<file path="src/rtl/sfd_pkg.sv">
// Shared types and constants for the serial frame deframer.
`default_nettype none

package sfd_pkg;

  localparam int unsigned SFD_MAX_PAYLOAD = 256;

  localparam logic [7:0] START_BYTE = 8'hFA;
  localparam logic [7:0] END_BYTE   = 8'h5F;

  typedef enum logic [2:0] {
    PH_HUNT     = 3'd0,
    PH_FUNC     = 3'd1,
    PH_LEN_LO   = 3'd2,
    PH_LEN_HI   = 3'd3,
    PH_ID       = 3'd4,
    PH_PAYLOAD  = 3'd5,
    PH_WAIT_END = 3'd6
  } phase_t;

  typedef enum logic {
    KIND_PAYLOAD = 1'b0,
    KIND_DONE    = 1'b1
  } kind_t;

  typedef struct packed {
    kind_t      result_kind;
    logic [7:0] function_code;
    logic [7:0] message_id;
    logic [8:0] frame_length;
    logic [7:0] payload_byte;
    logic [7:0] byte_index;
  } sfd_result_t;

  typedef struct packed {
    logic        valid;
    sfd_result_t data;
  } sfd_result_req_t;

endpackage

`default_nettype wire

</file>
<file path="src/rtl/sfd_byte_if.sv">
// Received byte channel: valid/ready handshake carrying one serial byte.
`default_nettype none

interface sfd_byte_if;
  logic       valid;
  logic       ready;
  logic [7:0] rx_byte;

  modport source (output valid, output rx_byte, input ready);
  modport sink   (input valid, input rx_byte, output ready);
endinterface

`default_nettype wire

</file>
<file path="src/rtl/sfd_result_if.sv">
// Result channel: valid/ready handshake carrying one deframer result.
`default_nettype none

interface sfd_result_if;
  logic       valid;
  logic       ready;
  logic       result_kind;
  logic [7:0] function_code;
  logic [7:0] message_id;
  logic [8:0] frame_length;
  logic [7:0] payload_byte;
  logic [7:0] byte_index;

  modport source (
    output valid, output result_kind, output function_code, output message_id,
    output frame_length, output payload_byte, output byte_index, input ready
  );
  modport sink (
    input valid, input result_kind, input function_code, input message_id,
    input frame_length, input payload_byte, input byte_index, output ready
  );
endinterface

`default_nettype wire

</file>
<file path="src/rtl/sfd_parser.sv">
// Frame parser state machine: tracks the frame fields and builds one result per payload byte and one at the end byte.
`default_nettype none

module sfd_parser
  import sfd_pkg::*;
#(
  parameter int unsigned MAX_PAYLOAD = SFD_MAX_PAYLOAD
) (
  input  wire logic            clk,
  input  wire logic            rst,
  input  wire logic            accept,
  input  wire logic [7:0]      rx_byte,
  output sfd_result_req_t      result
);

  localparam int unsigned CNT_W = $clog2(MAX_PAYLOAD);
  localparam logic [15:0] MAX_LEN = 16'(MAX_PAYLOAD);

  phase_t            phase;
  phase_t            phase_next;
  logic [7:0]        frame_function;
  logic [15:0]       frame_len;
  logic [7:0]        frame_id;
  logic [CNT_W-1:0]  payload_count;

  logic [15:0] len_full;
  logic [15:0] cnt_ext;
  logic [15:0] cnt_inc;
  logic [15:0] last_count;

  assign len_full   = {rx_byte, frame_len[7:0]};
  assign cnt_ext    = 16'(payload_count);
  assign cnt_inc    = cnt_ext + 16'd1;
  // zero length behaves like one: no payload bytes
  assign last_count = (frame_len == 16'd0) ? 16'd0 : frame_len - 16'd1;

  always_comb begin
    phase_next = phase;
    case (phase)
      PH_FUNC:     phase_next = PH_LEN_LO;
      PH_LEN_LO:   phase_next = PH_LEN_HI;
      PH_LEN_HI:   phase_next = (len_full > MAX_LEN) ? PH_HUNT : PH_ID;
      PH_ID:       phase_next = (frame_len <= 16'd1) ? PH_WAIT_END : PH_PAYLOAD;
      PH_PAYLOAD:  phase_next = (cnt_inc >= last_count) ? PH_WAIT_END : PH_PAYLOAD;
      PH_WAIT_END: phase_next = (rx_byte == END_BYTE) ? PH_HUNT : PH_WAIT_END;
      default:     phase_next = (rx_byte == START_BYTE) ? PH_FUNC : PH_HUNT;
    endcase
  end

  always_comb begin
    result.valid              = 1'b0;
    result.data.result_kind   = KIND_PAYLOAD;
    result.data.function_code = frame_function;
    result.data.message_id    = frame_id;
    result.data.frame_length  = frame_len[8:0];
    result.data.payload_byte  = 8'd0;
    result.data.byte_index    = 8'd0;
    case (phase)
      PH_PAYLOAD: begin
        result.valid             = accept;
        result.data.payload_byte = rx_byte;
        result.data.byte_index   = cnt_ext[7:0];
      end
      PH_WAIT_END: begin
        result.valid            = accept && (rx_byte == END_BYTE);
        result.data.result_kind = KIND_DONE;
      end
      default: begin
        result.valid = 1'b0;
      end
    endcase
  end

  always_ff @(posedge clk) begin
    if (rst) begin
      phase <= PH_HUNT;
    end else if (accept) begin
      phase <= phase_next;
    end
  end

  always_ff @(posedge clk) begin
    if (rst) begin
      frame_function <= '0;
      frame_len      <= '0;
      frame_id       <= '0;
      payload_count  <= '0;
    end else if (accept) begin
      case (phase)
        PH_FUNC:    frame_function <= rx_byte;
        PH_LEN_LO:  frame_len      <= {8'd0, rx_byte};
        PH_LEN_HI:  frame_len      <= len_full;
        PH_ID: begin
          frame_id      <= rx_byte;
          payload_count <= '0;
        end
        PH_PAYLOAD: payload_count  <= cnt_inc[CNT_W-1:0];
        default: begin
          frame_id <= frame_id;
        end
      endcase
    end
  end

  a_result_phase: assert property (@(posedge clk) disable iff (rst)
    result.valid |-> (accept && (phase == PH_PAYLOAD || phase == PH_WAIT_END)))
    else $error("result raised outside payload or end phase");

  a_count_range: assert property (@(posedge clk) disable iff (rst)
    (phase == PH_PAYLOAD) |-> (cnt_ext < last_count))
    else $error("payload index ran past frame length");

  a_long_drop: assert property (@(posedge clk) disable iff (rst)
    (accept && phase == PH_LEN_HI && len_full > MAX_LEN) |=> (phase == PH_HUNT))
    else $error("over-long frame not dropped");

endmodule

`default_nettype wire

</file>
<file path="src/rtl/sfd_result_reg.sv">
// Result register between the parser and the result channel.
`default_nettype none

module sfd_result_reg
  import sfd_pkg::*;
(
  input  wire logic             clk,
  input  wire logic             rst,
  input  sfd_result_req_t       result,
  output logic                  load_ready,
  sfd_result_if.source          out_ch
);

  logic        valid;
  sfd_result_t data;

  // free when empty or when the held result transfers this cycle
  assign load_ready = !valid || out_ch.ready;

  always_ff @(posedge clk) begin
    if (rst) begin
      valid <= 1'b0;
    end else if (load_ready) begin
      valid <= result.valid;
    end
  end

  always_ff @(posedge clk) begin
    if (load_ready && result.valid) begin
      data <= result.data;
    end
  end

  assign out_ch.valid         = valid;
  assign out_ch.result_kind   = data.result_kind;
  assign out_ch.function_code = data.function_code;
  assign out_ch.message_id    = data.message_id;
  assign out_ch.frame_length  = data.frame_length;
  assign out_ch.payload_byte  = data.payload_byte;
  assign out_ch.byte_index    = data.byte_index;

  a_no_overwrite: assert property (@(posedge clk) disable iff (rst)
    (valid && !out_ch.ready) |-> !load_ready)
    else $error("held result could be overwritten");

  a_load_shows: assert property (@(posedge clk) disable iff (rst)
    (load_ready && result.valid) |=> valid)
    else $error("loaded result not presented");

  a_drain_clears: assert property (@(posedge clk) disable iff (rst)
    (valid && out_ch.ready && !result.valid) |=> !valid)
    else $error("transferred result still shown");

endmodule

`default_nettype wire

</file>
<file path="src/rtl/serial_frame_deframer.sv">
// Top level of the serial frame deframer.
// A result is registered as its byte transfers in and shows on the output in the next cycle.
// Throughput: one byte per cycle while results drain; parser state updates as a byte is taken.
// Input ready follows the single result register: high when it is empty or draining.
// Reset (rst, synchronous): parser hunts for the start byte, frame fields clear, no result held.
`default_nettype none

module serial_frame_deframer
  import sfd_pkg::*;
#(
  parameter int unsigned MAX_PAYLOAD = SFD_MAX_PAYLOAD
) (
  input  wire logic    clk,
  input  wire logic    rst,
  sfd_byte_if.sink     bytes,
  sfd_result_if.source results
);

  logic            accept;
  logic            load_ready;
  sfd_result_req_t result;

  assign bytes.ready = load_ready;
  assign accept      = bytes.valid && load_ready;

  sfd_parser #(
    .MAX_PAYLOAD (MAX_PAYLOAD)
  ) u_parser (
    .clk     (clk),
    .rst     (rst),
    .accept  (accept),
    .rx_byte (bytes.rx_byte),
    .result  (result)
  );

  sfd_result_reg u_result_reg (
    .clk        (clk),
    .rst        (rst),
    .result     (result),
    .load_ready (load_ready),
    .out_ch     (results)
  );

endmodule

`default_nettype wire

</file>
<file path="src/flat_wrapper.sv">
// flat-port wrapper written by rule: the top's interface ports become plain ports
module serial_frame_deframer_flat import sfd_pkg::*;
#(
  parameter int unsigned MAX_PAYLOAD = SFD_MAX_PAYLOAD
)
  (clk, rst, bytes_valid, bytes_rx_byte, bytes_ready, results_valid, results_result_kind, results_function_code, results_message_id, results_frame_length, results_payload_byte, results_byte_index, results_ready);
  sfd_byte_if bytes_i ();
  sfd_result_if results_i ();
  input  wire logic clk;
  input  wire logic rst;
  input wire logic [$bits(bytes_i.valid)-1:0] bytes_valid;
  input wire logic [$bits(bytes_i.rx_byte)-1:0] bytes_rx_byte;
  output wire logic [$bits(bytes_i.ready)-1:0] bytes_ready;
  output wire logic [$bits(results_i.valid)-1:0] results_valid;
  output wire logic [$bits(results_i.result_kind)-1:0] results_result_kind;
  output wire logic [$bits(results_i.function_code)-1:0] results_function_code;
  output wire logic [$bits(results_i.message_id)-1:0] results_message_id;
  output wire logic [$bits(results_i.frame_length)-1:0] results_frame_length;
  output wire logic [$bits(results_i.payload_byte)-1:0] results_payload_byte;
  output wire logic [$bits(results_i.byte_index)-1:0] results_byte_index;
  input wire logic [$bits(results_i.ready)-1:0] results_ready;
  assign bytes_i.valid = bytes_valid;
  assign bytes_i.rx_byte = bytes_rx_byte;
  assign bytes_ready = bytes_i.ready;
  assign results_valid = results_i.valid;
  assign results_result_kind = results_i.result_kind;
  assign results_function_code = results_i.function_code;
  assign results_message_id = results_i.message_id;
  assign results_frame_length = results_i.frame_length;
  assign results_payload_byte = results_i.payload_byte;
  assign results_byte_index = results_i.byte_index;
  assign results_i.ready = results_ready;
  serial_frame_deframer #(.MAX_PAYLOAD(MAX_PAYLOAD)) u_core (.clk(clk), .rst(rst), .bytes(bytes_i), .results(results_i));
endmodule
</file>
<file path="config.mk">
export PLATFORM = sky130hd
export DESIGN_NAME = serial_frame_deframer_flat
export DESIGN_NICKNAME = d
export VERILOG_FILES = /design/src/rtl/sfd_pkg.sv /design/src/rtl/sfd_byte_if.sv /design/src/rtl/sfd_result_if.sv /design/src/rtl/sfd_parser.sv /design/src/rtl/sfd_result_reg.sv /design/src/rtl/serial_frame_deframer.sv /design/src/flat_wrapper.sv
export SDC_FILE = /design/constraint.sdc
export NUM_CORES = 1
export LEC_CHECK = 0
export BUFFER_PORTS_ARGS = -buffer_cell sky130_fd_sc_hd__clkbuf_2
export CORE_MARGIN = 2
export CORE_UTILIZATION = 45
export CTS_CLUSTER_SIZE = 30
export DETAILED_ROUTE_END_ITERATION = 8
export PLACE_DENSITY_LB_ADDON = 0.25
export SKIP_LAST_GASP = 1
export SYNTH_ARGS = -nofsm -noshare
export SYNTH_HDL_FRONTEND = slang
export SYNTH_SLANG_ARGS = --single-unit
</file>
<file path="constraint.sdc">
create_clock -name clk -period 3.45 [get_ports clk]
set_clock_uncertainty 0.15 [all_clocks]
set_input_delay 0.345 -clock clk [delete_from_list [all_inputs] [get_ports clk]]
set_output_delay 0.345 -clock clk [all_outputs]
set_load 0.005 [all_outputs]
</file>
# After elaboration in Yosys (flattened, before gate mapping)
# Cells that the tools add are included.
# Widths: inputs -> output; s select.
[word_totals]
reg_bits = 86
inputBits = 12
output_inout_bits = 44
word_cells = 51
[classes]
addsub = 2
order_cmp = 3
eq_ne = 8
mux = 11
bitwise = 1
reduce_logical = 13
[op_table]
columns = ["op", "n"]
rows = [
  ["$pmux 16 s2", 1],
  ["$pmux 3 s6", 1],
  ["$ge 16x16->1", 1],
  ["$gt 16x9->1 const B", 1],
  ["$le 16x1->1 const B", 1],
  ["$logic_not 16->1", 1],
  ["$mux 16", 1],
  ["$pmux 8 s2", 1],
  ["$sub 16x1->16 const B", 1],
  ["$add 8x1->9 const B", 1],
  ["$eq 3x3->1 const B", 3],
  ["$eq 8x7->1 const B", 1],
  ["$eq 8x8->1 const B", 1],
  ["$reduce_and 2->1", 4],
  ["$eq 3x2->1 const B", 2],
  ["$mux 3", 2],
  ["$mux 2", 2],
  ["$reduce_bool 2->1", 2],
  ["$eq 3x1->1 const B", 1],
  ["$logic_and 1x1->1", 3],
  ["$reduce_and 3->1", 1],
  ["$mux 1", 2],
  ["$pmux 1 s2", 1],
  ["$logic_not 1->1", 1],
  ["2 further kinds", 2],
]

# Depth between registers and ports, before layout
[depth]
word_depth = 6
ltp_mapped = 12
mapped_depth_nobuf = 12

# Cells and area by module
# A second synthesis with hierarchy kept.
[unflattened]
cells_unflattened = 389
hier_area_um2 = 3900.0
[by_module_without_submodules]
columns = ["mod", "instances", "cells_each", "area_each_um2", "seq_area_each_um2"]
rows = [
  ["sfd_parser", 1, 341, 2577.5, 860.8],
  ["sfd_result_reg", 1, 47, 1316.3, 1281.2],
  ["serial_frame_deframer", 1, 1, 6.3, 0.0],
]

# Least setup slack after synthesis
# No wires, ideal clock.
[synth_path]
path_type = "input to register"
from = "in bytes_rx_byte[5]"
to = "reg u_core.u_result_reg.data (netlist bit u_core.u_result_reg.out_ch.byte_index[0]) (enable)"
setup_time_ps = 441
t_arrival_ps = 2825
t_required_ps = 2859
setup_slack_ps = 34
cell_stages = 4
n_path_buf = 1
path_cell_list = "clkbuf_1 > nor4_1 > a21oi_1 > nor2_1"
[synth_via]
elab_chain_cells = 4
[synth_rtl]
columns = ["element", "line", "rtl"]
rows = [
  ["start: declaration", "flat_wrapper.sv:12", "input wire logic [$bits(bytes_i.rx_byte)-1:0] bytes_rx_byte;"],
  ["$eq 8x7->1", "sfd_parser.sv:65", "result.valid = accept && (rx_byte == END_BYTE);"],
  ["$logic_and 1x1->1", "sfd_parser.sv:65", ""],
  ["$pmux 1 s2", "sfd_parser.sv:58", "case (phase)"],
  ["$logic_and 1x1->1", "sfd_result_reg.sv:29", "if (load_ready && result.valid) begin"],
  ["end signal: assignment", "sfd_result_reg.sv:30", "data <= result.data;"],
  ["end: declaration", "sfd_result_reg.sv:15", "sfd_result_t data;"],
]
# No other way between the ends.
# A chain may end at the register's enable or synchronous reset.

# Worst setup path after layout
[layout_path]
from = "reg u_core.u_parser.frame_len[2]"
to = "reg u_core.u_parser.phase[1]"
[layout_via]
elab_chain_cells = 5
word_cells_on_any_way = 8
cone_classes = "add/sub (1); order compare (2); mux (4); reduce/logical (1)"
[layout_rtl]
columns = ["element", "line", "rtl"]
rows = [
  ["start: declaration", "sfd_parser.sv:22", "logic [15:0] frame_len;"],
  ["start signal: assignment", "sfd_parser.sv:91", "PH_LEN_LO: frame_len <= {8'd0, rx_byte};"],
  ["start signal: assignment", "sfd_parser.sv:92", "PH_LEN_HI: frame_len <= len_full;"],
  ["$sub 16x1->16 or $logic_not 16->1 (tied branches)", "sfd_parser.sv:35", "assign last_count = (frame_len == 16'd0) ? 16'd0 : frame_len - 16'd1;"],
  ["$mux 16", "sfd_parser.sv:35", ""],
  ["$ge 16x16->1", "sfd_parser.sv:44", "PH_PAYLOAD: phase_next = (cnt_inc >= last_count) ? PH_WAIT_END : PH_PAYLOAD;"],
  ["$mux 2", "sfd_parser.sv:44", ""],
  ["$pmux 3 s6 *", "sfd_parser.sv:39", "case (phase)"],
  ["end signal: assignment", "sfd_parser.sv:78", "phase <= phase_next;"],
  ["end: declaration", "sfd_parser.sv:19", "phase_t phase;"],
]
# Every way passes the cells marked *; elsewhere a longest branch is shown, timed or not.

==> impl_metrics.py <==
metrics = {
    "placement": {
        "post-dp-hpwl_um": 5310,
        "routability_cong": 0.832,
        "worst_setup_slack_after_placement_ns": 0.579,
        "io_buffers": 55,
        "numPlacedInstances": 506,
    },
    "critical_path": {
        "crit_path_end_kind": "flop",
        "crit_chain": "nor4_4 -> and2_4 -> nand3_4 -> nand2_1 -> ha_1 -> a211o_1 -> a21oi_1 -> o21ai_0 -> a221oi_1 -> o21ai_2 -> nor4b_4",
        "critical_path_arrival_ns": 2.94,
        "crit-reg2reg-launch": "u_core.u_parser.frame_len[2]",
        "setup.reg_to_reg.worst_slack_ns": 0.58,
        "cell_with_the_biggest_individual_delay_on_the_critical_path": "sky130_fd_sc_hd__a221oi_1",
        "longest_individual_stage_delay_on_the_worst_path_ns": 0.41,
        "path_class": "flop to flop",
        "worstPathMaxFanout": 9,
        "worstPathRequired_ns": 3.52,
        "timing.critical_path.from": "u_core.u_parser.frame_len[2]",
        "r2r_cells": 11,
        "timing.rr.end": "u_core.u_parser.phase[1]",
        "cp-start-kind": "flop",
    },
    "final_layout": {
        "drive_above_1_share_pct": 21.1,
        "syn2layout_area_growth_pct": 14.4,
        "total_inserted_antenna_cells": 0,
        "fillerInstances": 745,
        "final-instance-count-excl-fill": 522,
        "final_net_count": 437,
    },
    "cts": {
        "clk_root_buffer_cell": "sky130_fd_sc_hd__clkbuf_8",
        "cts_setup_buffers": 0,
        "tritoncts": "done",
        "cts_resized": 0,
        "ctsHtreeMaxLevel": 3,
        "clkLatencyLatePin_ns": 0.36,
        "num_cts_buffers": 9,
        "hold_buffers": 0,
        "cts.clk_slew.worst_paths_ns": 0.09,
        "cts-root-to-sink-buffers": 2,
        "cts_sinks": 86,
    },
    "worst_hold_path": {
        "hold_depth": 3,
        "min_from": "bytes_rx_byte[4]",
        "hp-class": "input pin to flop",
        "timing.hold.worst_endpoint": "u_core.u_parser.frame_id[4]",
    },
    "floorplanning": {
        "floorplan.die_area_um2": 9170,
        "design.portCount": 56,
        "die_width_um": 95.7,
        "placementRows": 33,
        "floorplan.core_area_um2": 8180,
        "starting_density_pct": 46.3,
        "fp.dieH_um": 95.7,
    },
    "sta": {
        "final_max_slew_viol_count": 0,
        "f_max_mhz": 348,
        "setup_repair_after_global_routing_missed_its_margin": "false",
        "tightestPinTransition_ns": 0.962,
        "fin_crit_sh_pct": 83.2,
        "final-setup-viol-count": 0,
        "crit_path_setup_slack_layout_ns": 0.578,
        "timing.final.hold_violations": 0,
        "total_negative_slack_for_setup_checks_ns": 0,
        "min_period_ns": 2.87,
        "timing.max_slew.rel_slack_pct": 35.9,
    },
    "route": {
        "drt_first_iter_violations": 156,
        "wire_per_inst_um": 14.9,
        "drc": 0,
        "dr_wl_met3_um": 411,
        "firstDrtPassIters": 4,
        "route.layer.met1.wl_um": 3680,
        "finalWirelength_um": 7800,
        "via_count": 2758,
        "top_layer": "met4",
        "average_via_count_per_standard_cell": 5.28,
        "route.antenna.remaining_nets": 0,
        "detailroute.wirelength.met2_um": 3520,
    },
    "logic_synthesis": {
        "portion_of_synthesized_cell_area_occupied_by_the_leading_cell_type_pct": 33.3,
        "post-synth-top-area-cell": "sky130_fd_sc_hd__edfxtp_1",
        "synth-seq-area-share_pct": 56.6,
        "yosys-top-cells-count": "sky130_fd_sc_hd__nand2_1 (49), sky130_fd_sc_hd__dfxtp_1 (44), sky130_fd_sc_hd__edfxtp_1 (42), sky130_fd_sc_hd__a21oi_1 (37), sky130_fd_sc_hd__nor2_1 (29)",
        "synth_cell_type_count": 48,
        "synth_edf_count": 42,
        "synth_async_sr_flop_share_pct": 0,
        "synth_fp_nets": 387,
        "synth.area.top_cells": "sky130_fd_sc_hd__edfxtp_1 (33%), sky130_fd_sc_hd__dfxtp_1 (23%), sky130_fd_sc_hd__a21oi_1 (4.9%)",
        "yosys_most_used_dff": "sky130_fd_sc_hd__dfxtp_1",
        "synth.ff_latch_count": 86,
        "syn_avg_cell_area_um2": 10.5,
        "yosysMostFrequentCell": "sky130_fd_sc_hd__nand2_1",
        "synthCells": 362,
        "synthesis.area_um2": 3790,
        "yosysWarnings": 0,
    },
    "power_and_ir_drop": {
        "power.density_cell_area_nw_per_um2": 434,
        "p_leak_nw": 1.69,
        "max_rail_drop_vdd_uv": 242,
    },
    "status": {
        "status": "finished, final reports clean",
    },
    "job": {
        "timing.max_cap.violations": 0,
    },
    "grt": {
        "grt_start_max_net_pins": 45,
        "grt_antenna_before_repair": 0,
        "grt-ovfl-total": 0,
        "first_global_vias": 2346,
        "grt_usage_pct": 18.0,
        "grt_first_pass_wirelength_um": 12300,
    },
}
==> critical path, delay by kind of cell, from the launching register on <==
kind,cells,cell delay [ns]
and+or+nand+nor,5,0.98
AOI/OAI and AO/OA,5,0.97
adders and majority gates,1,0.24
DFF,1,0.39
==> flip-flops by register name, indices dropped and copies added, names as in the netlist <==
register,count
u_core.u_result_reg.out_ch.message_id,8
u_core.u_result_reg.out_ch.function_code,8
u_core.u_result_reg.out_ch.frame_length,9
u_core.u_result_reg.out_ch.byte_index,8
u_core.u_parser.payload_count,8
u_core.u_parser.phase,3
u_core.u_parser.frame_function,8
u_core.u_result_reg.out_ch.valid,1
u_core.u_parser.frame_id,8
u_core.u_parser.frame_len,16
u_core.u_result_reg.out_ch.result_kind,1
u_core.u_result_reg.out_ch.payload_byte,8
==> cell type report <==
cell class,instances,area (um2),share of cell area [%]
sequential,86,2140,49.4
inverter,3,11.3,0.260
clock buffer,10,138,3.18
tap,105,131,3.03
clock inverter,6,52.6,1.21
multi-input combinational,253,1550,35.8
timing repair buffer,59,305,7.05
==> routing by layer <==
metal / GRT usage (%) / vias to the layer above
met5: 0 / -
met4: 8.21 / 0
met3: 4.39 / 15
met2: 25.3 / 74
met1: 26.1 / 1284
li1: - / 1385
==> power by group <==
group | switching (W) | internal (W) | total, W
clock network | 0.000385 | 0.000292 | 0.000678
logic | 0.0000805 | 0.0000493 | 0.000130
registers | 0.00000660 | 0.00107 | 0.00107
==> stage by stage <==
step / hold slack, ns / total power (W) / utilization (%) / instance area, um2
after detailed placement: 0.268 / 0.00122 / 50.7 / 4140
after floorplan: 0.258 / 0.00119 / - / 3790
after CTS: 0.159 / 0.00189 / 53.0 / 4330
after global placement: 0.265 / 0.00122 / 50.7 / 4140
after global routing: 0.167 / 0.00196 / 53.0 / 4330
final: 0.163 / 0.00188 / 53.0 / 4330
==> cells in the final DEF, fill, tap and decap left out, drive strengths merged, types with 13 or more instances in the layout <==
master and n:
clkbuf 65, nand2 49, dfxtp 44, edfxtp 42, a21oi 37, nor2 30
and2 19, nand3 17, o21ai 16, ha 13
==> worst max path at each step <==
stage	end	slack, ns	depth (start not counted)
floorplan	u_core.u_result_reg.out_ch.byte_index[0]	0.03	4
global placement	u_core.u_parser.phase[1]	0.67	11
detailed placement	u_core.u_parser.phase[1]	0.58	11
CTS	u_core.u_parser.phase[1]	0.56	11
global route	u_core.u_parser.phase[0]	0.33	11
finish	u_core.u_parser.phase[1]	0.58	11
==> cells by family after synthesis <==
logic type / share of synthesized area, %
AOI/OAI and AO/OA: 9.98
DFF: 56.6
xor gates and xnor gates: 3.24
buffers and inverters: 2.64
muxes: 2.11
and+or+nand+nor: 21.2
adders and majority gates: 4.29
No activity file was read; power rests on OpenSTA's default activity.
